### src/rtl/deq_pkg.sv
// Package: types, constants and ring index helpers for the bounded deque.
`default_nettype none

package deq_pkg;

	// Ring geometry
	localparam int DEPTH = 16;
	localparam int IDX_W = (DEPTH > 1) ? $clog2(DEPTH) : 1;
	localparam int CNT_W = $clog2(DEPTH + 1);

	// Fixed field widths
	localparam int VAL_W = 32;
	localparam int CAP_W = 5;
	localparam int CMP_W = (CNT_W > CAP_W) ? CNT_W : CAP_W;

	localparam logic [CAP_W-1:0] CAP_RESET = CAP_W'(16);

	typedef enum logic [1:0] {
		FUNC_PUSH_FRONT = 2'd0,
		FUNC_PUSH_BACK  = 2'd1,
		FUNC_POP_FRONT  = 2'd2,
		FUNC_POP_BACK   = 2'd3
	} func_t;

	typedef struct packed {
		func_t                    func;
		logic signed [VAL_W-1:0]  value;
	} cmd_t;

	typedef struct packed {
		logic                     ok;
		logic signed [VAL_W-1:0]  front_value;
		logic signed [VAL_W-1:0]  rear_value;
		logic                     is_empty;
		logic                     is_full;
		logic [CAP_W-1:0]         count;
	} rsp_t;

	// Memory write request from the controller
	typedef struct packed {
		logic                     en;
		logic [IDX_W-1:0]         addr;
		logic [VAL_W-1:0]         data;
	} ram_wr_t;

	// Status flags of the last operation
	typedef struct packed {
		logic                     ok;
		logic                     is_empty;
		logic                     is_full;
		logic [CNT_W-1:0]         count;
	} stat_t;

	// (idx + n) mod DEPTH, for idx < DEPTH and n < DEPTH
	function automatic logic [IDX_W-1:0] ring_add(input logic [IDX_W-1:0] idx,
		input logic [IDX_W:0] n);
		logic [IDX_W:0] sum;
		sum = {1'b0, idx} + n;
		if (sum >= (IDX_W+1)'(DEPTH)) begin
			sum = sum - (IDX_W+1)'(DEPTH);
		end
		return sum[IDX_W-1:0];
	endfunction

	// (idx - 1) mod DEPTH
	function automatic logic [IDX_W-1:0] ring_prev(input logic [IDX_W-1:0] idx);
		logic [IDX_W-1:0] res;
		if (idx == '0) begin
			res = IDX_W'(DEPTH - 1);
		end else begin
			res = idx - IDX_W'(1);
		end
		return res;
	endfunction

endpackage

`default_nettype wire

### src/rtl/deq_ram.sv
// Ring storage: one write port, two read ports, registered read data.
`default_nettype none

module deq_ram #(
	parameter int DATA_W = 32,
	parameter int ADDR_W = 4,
	parameter int WORDS  = 16
) (
	input  wire logic              clk,
	input  wire logic              wr_en,
	input  wire logic [ADDR_W-1:0] wr_addr,
	input  wire logic [DATA_W-1:0] wr_data,
	input  wire logic [ADDR_W-1:0] rd_addr_a,
	input  wire logic [ADDR_W-1:0] rd_addr_b,
	output      logic [DATA_W-1:0] rd_data_a,
	output      logic [DATA_W-1:0] rd_data_b
);

	logic [DATA_W-1:0] mem [WORDS];

	// Write port
	always_ff @(posedge clk) begin
		if (wr_en) begin
			mem[wr_addr] <= wr_data;
		end
	end

	// Read ports, registered read data
	always_ff @(posedge clk) begin
		rd_data_a <= mem[rd_addr_a];
		rd_data_b <= mem[rd_addr_b];
	end

endmodule

`default_nettype wire

### src/rtl/deq_ctrl.sv
// Deque controller: front index, entry count, sequencing and memory requests.
`default_nettype none

module deq_ctrl
	import deq_pkg::*;
(
	input  wire logic             clk,
	input  wire logic             arst_n,
	input  wire logic             start,
	input  wire cmd_t             cmd,
	input  wire logic [CMP_W-1:0] cap_use,
	output      logic             busy,
	output      logic             done,
	output      stat_t            stat,
	output      ram_wr_t          ram_wr,
	output      logic [IDX_W-1:0] rd_front,
	output      logic [IDX_W-1:0] rd_rear
);

	typedef enum logic [1:0] {
		ST_IDLE,
		ST_READ,
		ST_RESP
	} state_t;

	state_t            state_q;
	logic [IDX_W-1:0]  front_q;
	logic [CNT_W-1:0]  count_q;
	stat_t             stat_q;
	logic [IDX_W-1:0]  rd_front_s1;
	logic [IDX_W-1:0]  rd_rear_s1;

	logic              accept;
	logic              full_c;
	logic              empty_c;
	logic              ok_c;
	logic [IDX_W-1:0]  front_n;
	logic [CNT_W-1:0]  count_n;
	logic [IDX_W-1:0]  rear_n;
	logic [CNT_W-1:0]  count_m1;

	// Memory is read in ST_READ; no transfer until that read is done
	assign busy   = (state_q == ST_READ);
	assign done   = (state_q == ST_RESP);
	assign accept = start && !busy;

	assign full_c  = CMP_W'(count_q) >= cap_use;
	assign empty_c = (count_q == '0);

	// Next index and count, write request for pushes
	always_comb begin
		front_n     = front_q;
		count_n     = count_q;
		ok_c        = 1'b0;
		ram_wr.en   = 1'b0;
		ram_wr.addr = front_q;
		ram_wr.data = cmd.value;
		case (cmd.func)
			FUNC_PUSH_FRONT: begin
				if (!full_c) begin
					front_n     = ring_prev(front_q);
					ram_wr.addr = front_n;
					ram_wr.en   = accept;
					count_n     = count_q + CNT_W'(1);
					ok_c        = 1'b1;
				end
			end
			FUNC_PUSH_BACK: begin
				if (!full_c) begin
					ram_wr.addr = ring_add(front_q, (IDX_W+1)'(count_q));
					ram_wr.en   = accept;
					count_n     = count_q + CNT_W'(1);
					ok_c        = 1'b1;
				end
			end
			FUNC_POP_FRONT: begin
				if (!empty_c) begin
					front_n = ring_add(front_q, (IDX_W+1)'(1));
					count_n = count_q - CNT_W'(1);
					ok_c    = 1'b1;
				end
			end
			FUNC_POP_BACK: begin
				if (!empty_c) begin
					count_n = count_q - CNT_W'(1);
					ok_c    = 1'b1;
				end
			end
			default: begin
				ok_c = 1'b0;
			end
		endcase
	end

	// Rear entry after the operation; unused when the deque ends up empty
	assign count_m1 = count_n - CNT_W'(1);
	assign rear_n   = ring_add(front_n, (IDX_W+1)'(count_m1));

	// Sequencer, index state and status outputs
	always_ff @(posedge clk or negedge arst_n) begin
		if (!arst_n) begin
			state_q <= ST_IDLE;
			front_q <= '0;
			count_q <= '0;
			stat_q  <= '0;
		end else begin
			case (state_q)
				ST_IDLE, ST_RESP: begin
					if (accept) begin
						state_q         <= ST_READ;
						front_q         <= front_n;
						count_q         <= count_n;
						stat_q.ok       <= ok_c;
						stat_q.is_empty <= (count_n == '0);
						stat_q.is_full  <= CMP_W'(count_n) >= cap_use;
						stat_q.count    <= count_n;
					end else begin
						state_q <= ST_IDLE;
					end
				end
				ST_READ: begin
					state_q <= ST_RESP;
				end
				default: begin
					state_q <= ST_IDLE;
				end
			endcase
		end
	end

	// Read addresses for the following cycle
	always_ff @(posedge clk) begin
		if (accept) begin
			rd_front_s1 <= front_n;
			rd_rear_s1  <= rear_n;
		end
	end

	assign stat     = stat_q;
	assign rd_front = rd_front_s1;
	assign rd_rear  = rd_rear_s1;

endmodule

`default_nettype wire

### src/rtl/bounded_double_ended_queue.sv
// Top level of the bounded double-ended queue: config register, storage, result.
//
//  channel   ports                          transfer when
//  command   start, busy, cmd               start && !busy
//  result    done, rsp                      done (one cycle, no backpressure)
//  config    cfg_valid, cfg_ready, cfg_data cfg_valid && cfg_ready
//
// An operation: the transfer edge updates index and count and writes a pushed
// value, the next cycle reads front and rear entries from the storage (read
// data is registered), and the result shows in the cycle after.
// busy is high only in the read cycle, so a new command transfers while a
// result is shown. The result side cannot stall. Reset clears index, count,
// sequencer and capacity (to 16); the storage needs no clearing.
`default_nettype none

module bounded_double_ended_queue
	import deq_pkg::*;
(
	input  wire logic             clk,
	input  wire logic             arst_n,
	input  wire logic             start,
	output      logic             busy,
	input  wire cmd_t             cmd,
	output      logic             done,
	output      rsp_t             rsp,
	input  wire logic             cfg_valid,
	output      logic             cfg_ready,
	input  wire logic [CAP_W-1:0] cfg_data
);

	logic [CAP_W-1:0] capacity_q;
	logic [CMP_W-1:0] cap_ext;
	logic [CMP_W-1:0] cap_use;
	logic [CMP_W-1:0] count_ext;
	stat_t            stat;
	ram_wr_t          ram_wr;
	logic [IDX_W-1:0] rd_front;
	logic [IDX_W-1:0] rd_rear;
	logic [VAL_W-1:0] front_data;
	logic [VAL_W-1:0] rear_data;

	// Capacity register
	assign cfg_ready = 1'b1;

	always_ff @(posedge clk or negedge arst_n) begin
		if (!arst_n) begin
			capacity_q <= CAP_RESET;
		end else if (cfg_valid && cfg_ready) begin
			capacity_q <= cfg_data;
		end
	end

	// Usable capacity is capped at the ring depth
	assign cap_ext = CMP_W'(capacity_q);
	assign cap_use = (cap_ext > CMP_W'(DEPTH)) ? CMP_W'(DEPTH) : cap_ext;

	deq_ctrl u_ctrl (
		.clk      (clk),
		.arst_n   (arst_n),
		.start    (start),
		.cmd      (cmd),
		.cap_use  (cap_use),
		.busy     (busy),
		.done     (done),
		.stat     (stat),
		.ram_wr   (ram_wr),
		.rd_front (rd_front),
		.rd_rear  (rd_rear)
	);

	deq_ram #(
		.DATA_W (VAL_W),
		.ADDR_W (IDX_W),
		.WORDS  (DEPTH)
	) u_ram (
		.clk       (clk),
		.wr_en     (ram_wr.en),
		.wr_addr   (ram_wr.addr),
		.wr_data   (ram_wr.data),
		.rd_addr_a (rd_front),
		.rd_addr_b (rd_rear),
		.rd_data_a (front_data),
		.rd_data_b (rear_data)
	);

	// Result; both values read as all ones when empty
	assign count_ext = CMP_W'(stat.count);

	always_comb begin
		rsp.ok          = stat.ok;
		rsp.is_empty    = stat.is_empty;
		rsp.is_full     = stat.is_full;
		rsp.count       = count_ext[CAP_W-1:0];
		rsp.front_value = stat.is_empty ? '1 : front_data;
		rsp.rear_value  = stat.is_empty ? '1 : rear_data;
	end

endmodule

`default_nettype wire

### config.mk
export PLATFORM = sky130hd
export DESIGN_NAME = bounded_double_ended_queue
export DESIGN_NICKNAME = d
export VERILOG_FILES = /design/src/rtl/deq_pkg.sv /design/src/rtl/deq_ram.sv /design/src/rtl/deq_ctrl.sv /design/src/rtl/bounded_double_ended_queue.sv
export SDC_FILE = /design/constraint.sdc
export NUM_CORES = 1
export LEC_CHECK = 0
export BUFFER_PORTS_ARGS = -buffer_cell sky130_fd_sc_hd__buf_2
export CORE_ASPECT_RATIO = 0.9
export CORE_UTILIZATION = 45
export DETAILED_ROUTE_END_ITERATION = 7
export REMOVE_ABC_BUFFERS = 1
export SLEW_MARGIN = 15
export SYNTH_ARGS = -nofsm -noshare
export SYNTH_HDL_FRONTEND = slang
export SYNTH_SLANG_ARGS = --single-unit
### constraint.sdc
create_clock -name clk -period 4.1 [get_ports clk]
set_clock_uncertainty 0.1 [all_clocks]
set_input_delay 0.82 -clock clk [delete_from_list [all_inputs] [get_ports clk]]
set_output_delay 0.82 -clock clk [all_outputs]
set_load 0.1 [all_outputs]
==> metrics.md <==
| Metric | Value |
|---|---|
| Status | completed |
| Post-synth EDFFs | 520 |
| Buffers on Ports | 116 |
| PnR worst setup slack | 0.392 ns |
| P_leak | between 0.01 and 0.015 µW |
| Most common cell after layout, fill and taps aside | edfxtp_1 |
| Most frequent cells in the layout | edfxtp_1, mux4_2, buf_2 |
| FP Rows | 84 |
| Final setup fails | 0 |
| Inserted Diodes | 0 |
| Worst-margin pin slew | 1.09 ns |
| Layer with the highest usage | met2 |
| Core box area | ~60,000 µm² |
| Total CTS buffers | 61 |
| Register bit total from synthesis | between 600 and 700 |
| Die W | 260 µm |
| Clock-pin transition on the worst setup and hold timing paths | 0.07 ns |
| Slew HR | 27.4% |
| Final period utilization | 90.4% |
| Crit-path max FO | 7 |
| Max Fclk | between 200 and 300 MHz |
| CTS tree | built |
| Remaining DRCs | 0 |
| Hold crit path type | in2async |
| Initial DRC Count | about 1.1k |
| Tmin final | 3.71 ns |
| Global Route met3 Usage | 3.16% |
| Crit path kind | reg2reg |
| Overall power | 24,400 µW |
| Post-synth top area share | 58.0% |
| Total track usage | 21.7% |
| Grt met1 use | 30.8% |
| First-pass DRT Iterations | 5 |
| Met2 Resource Use GR | ~36% |
| Post-CTS sizing | 0 |
| Setup crit start | cap_ext[4] |
| Pin count of the biggest net entering global routing | 51 |
| Req. time, crit path | ~4.4 ns |
| Cts hold-fix bufs | 0 |
| Layout Nets | between 1.5k and 2k |
| Antenna violations before repair | 4 |
| Max IR drop VDD | 0.000705 V |
| First-pass GRT wire length | 95,300 µm |
| Layout cells sized above 1 | 46.2% |
| Ys flop type | edfxtp_1 |
| Total wire length | 63,800 µm |
| Vias in the first global route | 14.6k |
| R2R depth | 16 |
| Setup Buffers After CTS | 0 |
| Library cells used by synthesis | 67 |
| Simple-gate share of the synthesized area | 3.06% |
| Filler Cell Count | 4,567 |
| Final Util | 52.9% |
| Setup crit start kind | register |
| Largest cells by area after synthesis | edfxtp_1, mux4_2, dfxtp_1, dfrtp_1, or2_2 |
| Vias per cell | 6.06 |
| Final Wtd Congestion | 0.812 |
| Max-slew violation count | 0 |
| Clock sink total | 603 |
| Pwr Density | 783 nW/µm² |
| Compound-Gate Fraction of Synth Area | ~2.0% |
| Layout area overhead | 15.6% |
| Sequential area share after synthesis | 64.6% |
| Die Span Y | about 230 µm |
| Mapped Cells | 1,299 |
| I/O pins | 118 |
| Via count | ~14k |
| Synth Warn # | 0 |
| Area leader, netlist | edfxtp_1 |
| Worst slack, placed | 0.342 ns |
| Hold_ws | 0.0369 ns |
| Syn Std Cell Area | 26,900 µm² |
| Largest family of logic cells by synthesized area | multiplexers |
| CTS max path bufs | 3 |
| Crit. End Element | register |
| Async SR Flop Fraction | 3.15% |
| XOR/XNOR Fraction of Synth Area | 0.344% |
| H-tree Lvls | 2 |
| Synth Area per Inst | 20.7 µm² |
| Maxcap violations | 0 |
| Critical Path AT | 3.97 ns |
| Initial Util | 45.8% |
| Antenna viol nets, final | 0 |
| Synthesized-area fraction occupied by adder cells | under 10% |
| R2r startpoint | cap_ext[4] |
| Grt ovf | 0 |
| Clock root buffer master | clkbuf_16 |
| Worst-Skew Late Latency | between 0.6 and 0.7 ns |
| Final HPWL DP | roughly 38,000 µm |
| Mean routed wirelength per cell | roughly 28 µm |
| Hold Violations, Final | 0 |
| RSZ-0062 raised after global routing | no |
| Mux share of post-synthesis cell area | between 20% and 30% |
| Die ar. | 60,800 µm² |
-- cell families after synthesis --
logic type      after synthesis
xor+xnor                      9
buf+inv                     111
simple gates                145
fa+ha+maj                    22
mux                         331
other cells                   1
flops                       603
compound gates               77
-- worst paths after layout --
kind | to | slack [ns]
worst max-delay path | u_ctrl.rd_rear[3] | 0.39
worst max register to register | u_ctrl.rd_rear[3] | 0.39
worst min-delay path | u_ctrl.stat[2] | 0.04
min in group clk | cap_ext[2] | 0.33
worst min register to register | u_ctrl.state_q[1] | 0.35
max in group asynchronous | cap_ext[4] | 3.52
-- cell type report --
class	count	area, µm²	share of cell area [%]
sequential	603	17400	55.9
multi-input combinational	585	9190	29.5
clock buffer	83	1690	5.43
timing repair buffer	185	1440	4.62
tap	774	968	3.11
clock inverter	32	379	1.22
inverter	20	75.1	0.241
-- metal layers --
metal	vias up	part of all wire [%]
li1	5842	-
met5	-	0.053
met1	7444	43
met4	6	1.9
met2	456	49
met3	82	5.4
-- registers in the layout, indices dropped and copies added (netlist names) --
register,count
u_ram.rd_data_b,32
u_ram.rd_data_a,32
u_ctrl.state_q,2
u_ctrl.stat,8
cap_ext,5
u_ctrl.front_q,4
u_ram.mem,512
u_ctrl.rd_rear,4
u_ctrl.rd_front,4
-- critical path, cell delays in order, from the launching register on --
cell and delay, ns:
dfstp_2 0.54, inv_1 0.10, nand2_1 0.09, ha_1 0.24, a21oi_1 0.23, o21ai_2 0.14
a21oi_1 0.19, nor2_1 0.06, a211oi_1 0.28, o22ai_1 0.12, ha_1 0.28, inv_1 0.05
ha_1 0.13, inv_1 0.05, fa_1 0.43, xnor2_1 0.16, xnor3_1 0.24
-- cells in the mapped netlist, types with 2 or more instances --
cell type and number:
a211o_1 3, a211oi_1 2, a21o_1 4, a21oi_1 15
a221oi_1 2, a22oi_1 2, a31oi_1 3, and2_1 3
buf_1 3, buf_2 29, buf_4 2, buf_6 2
clkbuf_1 55, dfrtp_1 18, dfxtp_1 64, edfxtp_1 520
fa_1 2, ha_1 20, inv_1 19, mux2_2 6
mux2i_1 5, mux4_2 320, nand2_1 25, nand2b_1 4
nand3_1 4, nand3b_1 2, nor2_1 25, nor2b_1 5
o211ai_2 2, o21a_1 4, o21ai_0 17, o21ai_1 5
o221ai_1 2, or2_2 65, or3_1 2, xnor2_1 6
xor2_1 2
-- metrics by stage --
stage               instance area, µm²  cells  TNS (ns)
global route                     31100   2282         0
finish                           31100   2282         0
floorplan                        26500   1208   -522.83
CTS                              31100   2282         0
global placement                 29000   2167         0
detailed placement               29000   2167         0
-- power by group --
part | switching [µW] | internal, µW
Sequential | 388 | 7330
Combinational | 7100 | 3850
Clock | 2360 | 3340
Total | 9850 | 14500
No activity file was read; power rests on OpenSTA's default activity.
